### src/falling_sand_cell_update_assert.svh
// ---------------------------------------------------------------------------
// Falling-sand cell update: assertion macros
// Concurrent assertion wrappers used by the RTL that checks itself.
// ---------------------------------------------------------------------------
`ifndef FALLING_SAND_CELL_UPDATE_ASSERT_SVH
`define FALLING_SAND_CELL_UPDATE_ASSERT_SVH

// Property must hold at every clock edge outside reset.
`define FSC_ASSERT_PROP(label, clk, rst, prop, msg) \
  label: assert property (@(posedge clk) disable iff (rst) prop) else $error(msg);

// Expression must never be true outside reset.
`define FSC_ASSERT_NEVER(label, clk, rst, expr, msg) \
  label: assert property (@(posedge clk) disable iff (rst) !(expr)) else $error(msg);

`endif

### src/fsc_pkg.sv
// ---------------------------------------------------------------------------
// Falling-sand cell update: package
// Cell kinds, command and move codes, sequencer states and shared helpers.
// ---------------------------------------------------------------------------
`default_nettype none

package fsc_pkg;

  localparam int DEF_MAX_COLS = 256;
  localparam int DEF_MAX_ROWS = 256;

  localparam int CFG_W = 9;
  localparam logic [CFG_W-1:0] CFG_DIM_RESET = 9'd200;

  localparam logic CFG_IDX_WIDTH  = 1'b0;
  localparam logic CFG_IDX_HEIGHT = 1'b1;

  localparam logic [1:0] KIND_AIR   = 2'd0;
  localparam logic [1:0] KIND_SAND  = 2'd1;
  localparam logic [1:0] KIND_WATER = 2'd2;
  localparam logic [1:0] KIND_BAD   = 2'd3;

  localparam logic [1:0] CMD_WRITE  = 2'd0;
  localparam logic [1:0] CMD_UPDATE = 2'd1;

  localparam logic [2:0] MOVE_NONE       = 3'd0;
  localparam logic [2:0] MOVE_DOWN       = 3'd1;
  localparam logic [2:0] MOVE_DOWN_LEFT  = 3'd2;
  localparam logic [2:0] MOVE_DOWN_RIGHT = 3'd3;
  localparam logic [2:0] MOVE_LEFT       = 3'd4;
  localparam logic [2:0] MOVE_RIGHT      = 3'd5;

  localparam logic [2:0] CAND_LAST_SAND  = 3'd2;
  localparam logic [2:0] CAND_LAST_WATER = 3'd4;

  typedef enum logic [2:0] {
    ST_WIPE,
    ST_IDLE,
    ST_SRC,
    ST_PROBE,
    ST_TEST,
    ST_VACATE
  } fsc_state_t;

  typedef struct packed {
    logic en;
    logic we;
  } mem_ctl_t;

  // Move tried for a given candidate slot: down, two diagonals, two sides.
  function automatic logic [2:0] cand_move(logic [2:0] idx, logic diag_left,
                                           logic side_left);
    logic [2:0] m;
    unique case (idx)
      3'd0: m = MOVE_DOWN;
      3'd1: m = diag_left ? MOVE_DOWN_LEFT : MOVE_DOWN_RIGHT;
      3'd2: m = diag_left ? MOVE_DOWN_RIGHT : MOVE_DOWN_LEFT;
      3'd3: m = side_left ? MOVE_LEFT : MOVE_RIGHT;
      3'd4: m = side_left ? MOVE_RIGHT : MOVE_LEFT;
      default: m = MOVE_NONE;
    endcase
    return m;
  endfunction

  function automatic logic is_grain(logic [1:0] k);
    return (k == KIND_SAND) || (k == KIND_WATER);
  endfunction

endpackage

`default_nettype wire

### src/fsc_ctrl.sv
// ---------------------------------------------------------------------------
// Falling-sand cell update: command sequencer
// Clears the grid after reset, then runs read, write and update commands
// against the grid memory one access per cycle.
// ---------------------------------------------------------------------------
`default_nettype none

`include "falling_sand_cell_update_assert.svh"

module fsc_ctrl import fsc_pkg::*; #(
  parameter int MAX_COLS = DEF_MAX_COLS,
  parameter int MAX_ROWS = DEF_MAX_ROWS,
  parameter int DEPTH    = MAX_COLS * MAX_ROWS,
  parameter int ADDR_W   = $clog2(DEPTH)
) (
  input  wire logic              clk,
  input  wire logic              rst,
  input  wire logic              start,
  input  wire logic [1:0]        cmd,
  input  wire logic [7:0]        col,
  input  wire logic [7:0]        row,
  input  wire logic [1:0]        kind_in,
  input  wire logic              rand_diag,
  input  wire logic              rand_side,
  input  wire logic [CFG_W-1:0]  grid_width,
  input  wire logic [CFG_W-1:0]  grid_height,
  output logic                   busy,
  output logic                   done,
  output logic      [1:0]        kind_out,
  output logic      [2:0]        move_done,
  output mem_ctl_t               mem_ctl,
  output logic      [ADDR_W-1:0] mem_addr,
  output logic      [1:0]        mem_wdata,
  input  wire logic [1:0]        mem_rdata
);

  localparam logic [ADDR_W-1:0] WIPE_LAST = ADDR_W'(DEPTH - 1);

  fsc_state_t        state, state_next;
  logic [ADDR_W-1:0] wipe_addr;
  logic [1:0]        cmd_q;
  logic [7:0]        col_q, row_q;
  logic [1:0]        kind_in_q;
  logic              diag_q, side_q;
  logic [1:0]        kind_q;
  logic [2:0]        cand_idx;
  logic [2:0]        move_q;

  logic              src_ok, below_ok, tgt_ok, last_cand, need_left;
  logic [8:0]        row_dn, tc, tr;
  logic [2:0]        cand_m;
  logic [ADDR_W-1:0] src_addr, tgt_addr;
  logic              finish, cand_step;
  logic [1:0]        fin_kind;
  logic [2:0]        fin_move;

  function automatic logic [ADDR_W-1:0] addr_of(logic [8:0] c, logic [8:0] r);
    return ADDR_W'(r) * ADDR_W'(MAX_COLS) + ADDR_W'(c);
  endfunction

  assign busy = (state != ST_IDLE);

  assign row_dn   = {1'b0, row_q} + 9'd1;
  assign src_ok   = ({1'b0, col_q} < grid_width) && (32'(col_q) < MAX_COLS) &&
                    ({1'b0, row_q} < grid_height) && (32'(row_q) < MAX_ROWS);
  assign below_ok = (row_dn < grid_height) && (32'(row_dn) < MAX_ROWS);
  assign src_addr = addr_of({1'b0, col_q}, {1'b0, row_q});
  assign cand_m   = cand_move(cand_idx, diag_q, side_q);
  assign last_cand = (cand_idx == ((kind_q == KIND_WATER) ? CAND_LAST_WATER
                                                          : CAND_LAST_SAND));

  // Target cell of the candidate move and whether it lies inside the grid.
  always_comb begin
    tc        = {1'b0, col_q};
    tr        = {1'b0, row_q};
    need_left = 1'b0;
    unique case (cand_m)
      MOVE_DOWN: begin
        tr = row_dn;
      end
      MOVE_DOWN_LEFT: begin
        tr        = row_dn;
        tc        = {1'b0, col_q} - 9'd1;
        need_left = 1'b1;
      end
      MOVE_DOWN_RIGHT: begin
        tr = row_dn;
        tc = {1'b0, col_q} + 9'd1;
      end
      MOVE_LEFT: begin
        tc        = {1'b0, col_q} - 9'd1;
        need_left = 1'b1;
      end
      MOVE_RIGHT: begin
        tc = {1'b0, col_q} + 9'd1;
      end
      default: begin
        tr = {1'b0, row_q};
      end
    endcase
  end

  assign tgt_ok   = !(need_left && (col_q == 8'd0)) &&
                    (tc < grid_width) && (32'(tc) < MAX_COLS) &&
                    (tr < grid_height) && (32'(tr) < MAX_ROWS);
  assign tgt_addr = addr_of(tc, tr);

  always_comb begin
    state_next = state;
    unique case (state)
      ST_WIPE: begin
        if (wipe_addr == WIPE_LAST) state_next = ST_IDLE;
      end
      ST_IDLE: begin
        if (start) state_next = ST_SRC;
      end
      ST_SRC: begin
        if (src_ok && (cmd_q == CMD_UPDATE) && is_grain(mem_rdata) && below_ok) begin
          state_next = ST_PROBE;
        end else begin
          state_next = ST_IDLE;
        end
      end
      ST_PROBE: begin
        if (tgt_ok) begin
          state_next = ST_TEST;
        end else if (last_cand) begin
          state_next = ST_IDLE;
        end
      end
      ST_TEST: begin
        if (mem_rdata == KIND_AIR) begin
          state_next = ST_VACATE;
        end else if (last_cand) begin
          state_next = ST_IDLE;
        end else begin
          state_next = ST_PROBE;
        end
      end
      ST_VACATE: begin
        state_next = ST_IDLE;
      end
      default: begin
        state_next = ST_IDLE;
      end
    endcase
  end

  always_comb begin
    mem_ctl   = '0;
    mem_addr  = src_addr;
    mem_wdata = KIND_AIR;
    finish    = 1'b0;
    fin_kind  = kind_q;
    fin_move  = MOVE_NONE;
    cand_step = 1'b0;
    unique case (state)
      ST_WIPE: begin
        mem_ctl  = '{en: 1'b1, we: 1'b1};
        mem_addr = wipe_addr;
      end
      ST_IDLE: begin
        mem_ctl.en = start;
        mem_addr   = addr_of({1'b0, col}, {1'b0, row});
      end
      ST_SRC: begin
        fin_kind = src_ok ? mem_rdata : KIND_AIR;
        finish   = (state_next == ST_IDLE);
        if (src_ok && (cmd_q == CMD_WRITE)) begin
          mem_ctl   = '{en: 1'b1, we: 1'b1};
          mem_wdata = (kind_in_q == KIND_BAD) ? KIND_AIR : kind_in_q;
        end
      end
      ST_PROBE: begin
        mem_addr = tgt_addr;
        if (tgt_ok) begin
          mem_ctl.en = 1'b1;
        end else if (last_cand) begin
          finish = 1'b1;
        end else begin
          cand_step = 1'b1;
        end
      end
      ST_TEST: begin
        mem_addr = tgt_addr;
        if (mem_rdata == KIND_AIR) begin
          mem_ctl   = '{en: 1'b1, we: 1'b1};
          mem_wdata = kind_q;
        end else if (last_cand) begin
          finish = 1'b1;
        end else begin
          cand_step = 1'b1;
        end
      end
      ST_VACATE: begin
        mem_ctl  = '{en: 1'b1, we: 1'b1};
        finish   = 1'b1;
        fin_move = move_q;
      end
      default: begin
        finish = 1'b0;
      end
    endcase
  end

  always_ff @(posedge clk) begin
    if (rst) begin
      state     <= ST_WIPE;
      wipe_addr <= '0;
      cand_idx  <= '0;
      done      <= 1'b0;
    end else begin
      state <= state_next;
      done  <= finish;
      if (state == ST_WIPE) wipe_addr <= wipe_addr + ADDR_W'(1);
      if (state == ST_SRC) begin
        cand_idx <= '0;
      end else if (cand_step) begin
        cand_idx <= cand_idx + 3'd1;
      end
    end
  end

  always_ff @(posedge clk) begin
    if ((state == ST_IDLE) && start) begin
      cmd_q     <= cmd;
      col_q     <= col;
      row_q     <= row;
      kind_in_q <= kind_in;
      diag_q    <= rand_diag;
      side_q    <= rand_side;
    end
    if (state == ST_SRC) kind_q <= mem_rdata;
    if ((state == ST_TEST) && (mem_rdata == KIND_AIR)) move_q <= cand_m;
    if (finish) begin
      kind_out  <= fin_kind;
      move_done <= fin_move;
    end
  end

  `FSC_ASSERT_PROP(a_done_one_cycle, clk, rst, done |=> !done, "done held for two cycles")
  `FSC_ASSERT_PROP(a_done_after_work, clk, rst, done |-> $past(state) != ST_IDLE,
                   "result without a command in flight")
  `FSC_ASSERT_NEVER(a_no_idle_write, clk, rst, (state == ST_IDLE) && mem_ctl.we,
                    "grid written while idle")
  `FSC_ASSERT_PROP(a_move_needs_grain, clk, rst,
                   (done && (move_done != MOVE_NONE)) |->
                   (kind_out == KIND_SAND || kind_out == KIND_WATER),
                   "move reported for a cell that held no grain")
  `FSC_ASSERT_NEVER(a_cand_range, clk, rst, cand_idx > CAND_LAST_WATER,
                    "candidate index out of range")

endmodule

`default_nettype wire

### config.mk
export PLATFORM = sky130hd
export DESIGN_NAME = fsc_ctrl
export DESIGN_NICKNAME = d
export VERILOG_FILES = /design/src/fsc_pkg.sv /design/src/fsc_ctrl.sv
export VERILOG_INCLUDE_DIRS = /design/src /design/src/src
export SDC_FILE = /design/constraint.sdc
export NUM_CORES = 1
export LEC_CHECK = 0
export ABC_AREA = 1
export BUFFER_PORTS_ARGS = -buffer_cell sky130_fd_sc_hd__buf_2
export CELL_PAD_IN_SITES_DETAIL_PLACEMENT = 0
export CELL_PAD_IN_SITES_GLOBAL_PLACEMENT = 2
export CORE_MARGIN = 4
export CORE_UTILIZATION = 33
export CTS_CLUSTER_DIAMETER = 30
export DETAILED_ROUTE_END_ITERATION = 6
export GPL_TIMING_DRIVEN = 0
export PLACE_DENSITY = 0.85
export SETUP_SLACK_MARGIN = 0.05
export SLEW_MARGIN = 20
export SYNTH_ARGS = -nofsm -noshare
export SYNTH_HDL_FRONTEND = slang
export SYNTH_SLANG_ARGS = --single-unit
### constraint.sdc
create_clock -name clk -period 5.4 [get_ports clk]
set_clock_uncertainty 0.05 [all_clocks]
set_input_delay 0 -clock clk [delete_from_list [all_inputs] [get_ports clk]]
set_output_delay 0 -clock clk [all_outputs]
set_load 0.02 [all_outputs]
==> reports/qor.yml, run 1 <==
run_status:
  outcome: "finished clean"
grt:
  grt_max_degree: 24
  antenna_found_initial: 0
  track_usage_pct: 17.2
  overflow: 0
  grt_first_pass_wirelength_um: 23000
  grt_pass1_vias: 4569
clock_network:
  cts.sinks: 55
  htree_levels: 2
  cts_buffers: 5
  cts_max_path_buffers: 2
  clkTransAtPathRegs_ns: 0.07
  cts_root_buf: "clkbuf_16"
  clk_latency_ns: 0.30
  cts_tree: "built"
placed_design:
  routabilityCongestion: 0.870
  io_buffers: 70
  place_hpwl_um: 11800
routing:
  wl_per_cell_um: 14.6
  final_antenna_net_count: 0
  drc: 0
  vias: 4681
  drt-initial-drc-count: 230
  drtPass1Iterations: 4
  drt_wl_total_um: 14300
  routed_via_density: 4.78
logic_synthesis:
  ys_warn_count: 0
  synthArstFlopShare_pct: 0
  synth_edf_count: 32
  syn_nets: 792
  synth_seq_cells: 55
  synth-seq-area-share_pct: 29.1
  synth_cells: 691
  postSynthAreaPerCell_um2: 7.08
  synth_area_mm2: 0.00489
  ys_types: 47
  synth_ff_type: "edfxtp_1"
worst_hold_path:
  whs_path_depth: 2
  hp-class: "primary input to register"
sta:
  fin_setup_tns_ns: 0
  fin_crit_sh_pct: 91.0
  hold_violations: 0
  finalSetupViolations: 0
  fin_crit_ns: 4.91
  worst_pin_slew_ns: 0.764
  whs_ns: 0.0239
  relSlewSlack_pct: 48.9
  drv_slew: 0
  rsz0062_at_grt: "false"
  fmax_mhz: 204
worst_setup_path:
  r2r_end: "kind_out[0]"
  critPathCapture: "kind_out[0]"
  critPathKind: "register to register"
  worst_ep_arrival_time_ns: 4.90
  required_ns: 5.39
  r2r-start: "cand_idx[2]"
  reg2reg_depth: 33
  r2r_setup_slack_ns: 0.49
  cp-start-kind: "register"
  end_kind: "register"
  slowest_delay_ns: 0.43
  slowest_stage: "dfxtp_1"
  worstPathMaxFanout: 10
  crit_start: "cand_idx[2]"
  cpMostUsedCell: "nand2_1"
cells_and_area:
  nets: 895
  fillCellCount: 1559
  postLayoutCoreUtil_pct: 40.7
  antenna-diode-count: 0
  drive_gt1_share_pct: 17.4
  area_delta_synth_final_pct: 21.0
floorplanning:
  die-height_um: 130
  die_w_um: 130
  die_area_mm2: 0.0168
  pin_count: 72
  coreArea_mm2: 0.0145
  start_util_pct: 33.7
  num_rows: 44
pwr:
  ir_drop_mv: 0.112
  leakage_nw: 2.78
  power_density_mw_per_mm2: 151
job:
  cap_violations: 0
cell families after synthesis:
logic type               Yosys count  share of synthesized area [%]
AND/OR/NAND/NOR                  357                           33.5
buffers and inverters            129                           10.1
AO/OA/AOI/OAI                     85                           11.2
adder cells (fa/ha/maj)           56                           14.5
flip-flops                        55                           29.1
XOR/XNOR                           9                           1.61
report_power, final:
part	internal, mW	switching, mW
sequential	0.443	0.00209
combinational	0.0440	0.0504
clock	0.198	0.155
total	0.685	0.207
final cells by class:
type                    instances  area (µm²)  area share [%]
flip-flops and latches         55        1420            24.0
repair buffers                 96         606            10.2
clock buffers                   7         153            2.58
well taps                     184         230            3.89
inverters                     121         457            7.72
clock inverters                 1        7.51           0.127
plain buffers                   8        38.8           0.655
multi-input cells             507        3010            50.8
sequential cells by signal (all words and copies together), names as in the netlist:
name	flops
cand_idx	3
cmd_q	2
col_q	8
diag_q	1
done	1
kind_in_q	2
kind_out	2
kind_q	2
move_done	3
move_q	3
row_q	8
side_q	1
state	3
wipe_addr	16
through the flow:
stage                     cells  area, µm²  worst slack (ns)  power (mW)
after floorplan             691       4890             0.949       0.501
after global placement      945       5470           -0.0480       0.535
after detailed placement    945       5480           -0.0588       0.537
after CTS                   977       5880             0.128       0.900
after global routing        979       5920            0.0216       0.929
final                       979       5920             0.487       0.892
Yosys cell counts (all sizes together) (2+ instances only):
library cell  number  area (µm²)
nand2            203         846
inv              120         453
nor2              72         318
ha                55         688
nand3             47         265
a21oi             37         196
edfxtp            32         961
o21ai             27         180
dfxtp             23         460
nor3              17        95.1
nand4             12        75.1
o2111ai            8        70.1
xor2               7        61.3
clkbuf             6        22.5
a221oi             2        17.5
a41oi              2        17.5
buf                2        15.0
nand3b             2        15.0
o21a               2        15.0
xnor2              2        17.5
how the worst min path moves through the flow:
stage	start	endpoint	slack [ns]
finish	rst	state[2]	0.02
detailed placement	rand_side	side_q	0.13
global route	rst	state[2]	0.09
CTS	rst	state[2]	0.04
floorplan	cmd[0]	cmd_q[0]	0.05
global placement	cmd[0]	cmd_q[0]	0.13
layer usage:
metal	track usage, %	wire (µm)	vias to the layer above
li1	-	-	2467
met1	24.2	6880	2112
met2	28.4	6560	87
met3	2.25	640	15
met4	3.85	186	0
met5	0	0	-
layout by cell type (no fill, tap or decap), types with 2 or more instances in the layout:
master,n
o21ai_1,3
clkbuf_16,5
o21a_1,2
clkbuf_8,2
nor3_1,15
nand2_1,184
xnor2_1,2
nand3_2,5
dfxtp_1,23
nand3b_1,2
nor2_1,60
ha_1,55
o21ai_2,3
a21oi_1,36
buf_2,70
a41oi_1,2
inv_2,7
nand4_1,12
o2111ai_1,8
nand3_1,41
nand2_4,6
edfxtp_1,32
nor2_4,5
a221oi_1,2
nand2_2,12
buf_4,2
inv_1,112
nor3_2,2
clkbuf_1,5
xor2_1,7
dlygate4sd3_1,24
o21ai_0,18
o21ai_4,3
nor2_2,7
critical path, delay by kind of cell (launching register included):
kind            cells  cell delay [ns]
compound gates      4             0.51
fa+ha+maj           3             0.86
buf+inv             5             0.73
flops               1             0.43
simple gates       21             2.03
repair_timing:
action | in CTS | in global routing
gates resized for setup | 1 | 6
endpoints found under the hold margin | 25 | 0
pin swaps | 0 | 1
setup endpoints to repair | 7 | 13
hold buffers | 24 | 0
setup buffers | 0 | 2
(Power assumes the default switching activity.)
==> run 2: changes to the inputs <==
--- a/config.mk
+++ b/config.mk
@@ -16,6 +16,7 @@
 export DETAILED_ROUTE_END_ITERATION = 6
 export GPL_TIMING_DRIVEN = 0
 export PLACE_DENSITY = 0.85
+export REMOVE_ABC_BUFFERS = 1
 export SETUP_SLACK_MARGIN = 0.05
 export SLEW_MARGIN = 20
 export SYNTH_ARGS = -nofsm -noshare
==> run 2 against run 1 <==
Net effect: sequential share of layout area increased by 0.18 points; first-iteration DRC count fell by 15%; sequential power hardly changed; largest power group unchanged; highest routed layer unchanged.
==> reports/qor.yml, run 2 (synthesis gave the netlist of run 1 again) <==
run_status:
  outcome: "finished clean"  # unchanged
cells_and_area:
  fillCellCount: 1564  # was 1559
  area_delta_synth_final_pct: 20.1  # was 21.0%
  nets: 887  # was 895
  antenna-diode-count: 0  # unchanged
  top_regs: "wipe_addr: 16 flops, col_q: 8 flops, row_q: 8 flops"  # unchanged
  drive_gt1_share_pct: 17.2  # was 17.4%
  largest_reg_flops: 16  # unchanged
  layout_common_cells: "nand2_1, inv_1, buf_2, nor2_1, ha_1"  # unchanged
  postLayoutCoreUtil_pct: 40.4  # was 40.7%
  mostFrequentLayoutCell: "nand2_1"  # unchanged
  largest_register: "wipe_addr"  # unchanged
pwr:
  p_sw_share_pct: 22.8  # was 23.2%
  ir_drop_mv: 0.138  # was 0.112 mV
  p_int_mw: 0.709  # was 0.685 mW
  power_density_mw_per_mm2: 156  # was 151 mW/mm²
  leakage_nw: 2.76  # was 2.78 nW
  pwr-share-clk_pct: 41.2  # was 39.5%
  power_frac_seq_pct: 48.5  # was 49.9%
  switchingPower_mw: 0.209  # was 0.207 mW
  pwr-share-comb_pct: 10.3  # was 10.6%
clock_network:
  cts_max_path_buffers: 2  # unchanged
  cts.sinks: 55  # unchanged
  cts_setup_buffers: 0  # unchanged
  cts_root_buf: "clkbuf_16"  # unchanged
  cts_buffers: 5  # unchanged
  cts_tree: "built"  # unchanged
  htree_levels: 2  # unchanged
  clkTransAtPathRegs_ns: 0.08  # was 0.07 ns
  clk_latency_ns: 0.30  # about the same
floorplanning:
  num_rows: 44  # unchanged
  pin_count: 72  # unchanged
  die_area_mm2: 0.0168  # unchanged
  die-height_um: 130  # unchanged
  start_util_pct: 33.7  # unchanged
  die_w_um: 130  # unchanged
  coreArea_mm2: 0.0145  # unchanged
grt:
  grt_first_pass_wirelength_um: 23000  # about the same
  grt_pass1_vias: 4665  # was 4569
  track_usage_pct: 17.1  # was 17.2%
  grt_max_degree: 24  # unchanged
  overflow: 0  # unchanged
  antenna_found_initial: 0  # unchanged
routing:
  vias: 4682  # was 4681
  drc: 0  # unchanged
  final_antenna_net_count: 0  # unchanged
  routed_via_density: 4.82  # was 4.78
  drt_wl_total_um: 14200  # was 14300 µm
  drt-initial-drc-count: 196  # was 230
  drtPass1Iterations: 4  # unchanged
  wl_per_cell_um: 14.7  # was 14.6 µm
sta:
  hold_violations: 0  # unchanged
  fin_setup_tns_ns: 0  # unchanged
  drv_slew: 0  # unchanged
  rsz0062_at_grt: "false"  # unchanged
  worst_pin_slew_ns: 0.822  # was 0.764 ns
  finalSetupViolations: 0  # unchanged
  fin_crit_ns: 4.87  # was 4.91 ns
  fmax_mhz: 205  # was 204 MHz
  fin_crit_sh_pct: 90.2  # was 91.0%
  relSlewSlack_pct: 45.1  # was 48.9%
placed_design:
  routabilityCongestion: 0.912  # was 0.870
  place_hpwl_um: 11600  # was 11800 µm
  io_buffers: 71  # was 70
worst_setup_path:
  slowest_stage: "dfxtp_1"  # unchanged
  worstPathMaxFanout: 16  # was 10
  cp-start-kind: "register"  # unchanged
  required_ns: 5.36  # was 5.39 ns
  critPathKind: "register to register"  # unchanged
  slowest_delay_ns: 0.40  # was 0.43 ns
  cpMostUsedCell: "nand2_1"  # unchanged
  r2r_setup_slack_ns: 0.53  # was 0.49 ns
  worst_ep_arrival_time_ns: 4.82  # was 4.90 ns
  end_kind: "register"  # unchanged
job:
  cap_violations: 0  # unchanged
worst_hold_path:
  hp-class: "primary input to register"  # unchanged
[run 2: path summary, 6_finish.rpt]
kind,start,end,cells past startpoint
worst max-delay path,cand_idx[0],kind_out[0],29
worst min-delay path,start,state[0],4
worst max register to register,cand_idx[0],kind_out[0],29
worst min register to register,wipe_addr[13],wipe_addr[13],2
[run 2: stage by stage]
| step | setup WS (ns) | hold WS (ns) | power (mW) | instances | instance area [µm²] |
|---|---|---|---|---|---|
| after detailed placement | 0.316 | 0.128 | 0.536 | 938 | 5450 |
| final | 0.532 | 0.0756 | 0.918 | 971 | 5870 |
| after global placement | 0.359 | 0.127 | 0.534 | 938 | 5440 |
| after global routing | 0.0621 | 0.0826 | 0.961 | 971 | 5870 |
| after CTS | 0.288 | 0.0642 | 0.927 | 971 | 5870 |
| after floorplan | 1.16 | 0.0191 | 0.500 | 683 | 4850 |
[run 2: what timing repair did]
item	in CTS	in global routing
setup endpoints to repair	0	11
hold buffers	25	0
gates resized for setup	0	3
hold endpoints to repair	30	0
[run 2: final cells by class]
class | instances | area, µm² | area share, %
multi-input cells | 507 | 2990 | 50.9
flip-flops and latches | 55 | 1420 | 24.2
repair buffers | 96 | 606 | 10.3
inverters | 121 | 457 | 7.77
well taps | 184 | 230 | 3.92
clock buffers | 6 | 129 | 2.19
clock inverters | 2 | 38.8 | 0.660
[run 2: layer usage]
metal	routed length (µm)	global-route usage (%)
met5	0	0
met4	158	3.79
met3	572	2.01
met2	6720	28.7
met1	6800	23.9
[run 2: power by group through the flow]
stage / Combinational, mW / Sequential [mW] / Clock (mW)
after global routing: 0.109 / 0.445 / 0.407
after global placement: 0.0790 / 0.455 / 0
after floorplan: 0.0453 / 0.454 / 0
after detailed placement: 0.0813 / 0.455 / 0
final: 0.0945 / 0.445 / 0.378
after CTS: 0.0957 / 0.445 / 0.387
[run 2: critical path: cells and delay by family (launching register included)]
kind / cells / cell delay (ns)
AO/OA/AOI/OAI: 5 / 1.13
adder cells (fa/ha/maj): 3 / 0.94
AND/OR/NAND/NOR: 20 / 1.94
buffers and inverters: 1 / 0.12
flip-flops: 1 / 0.40
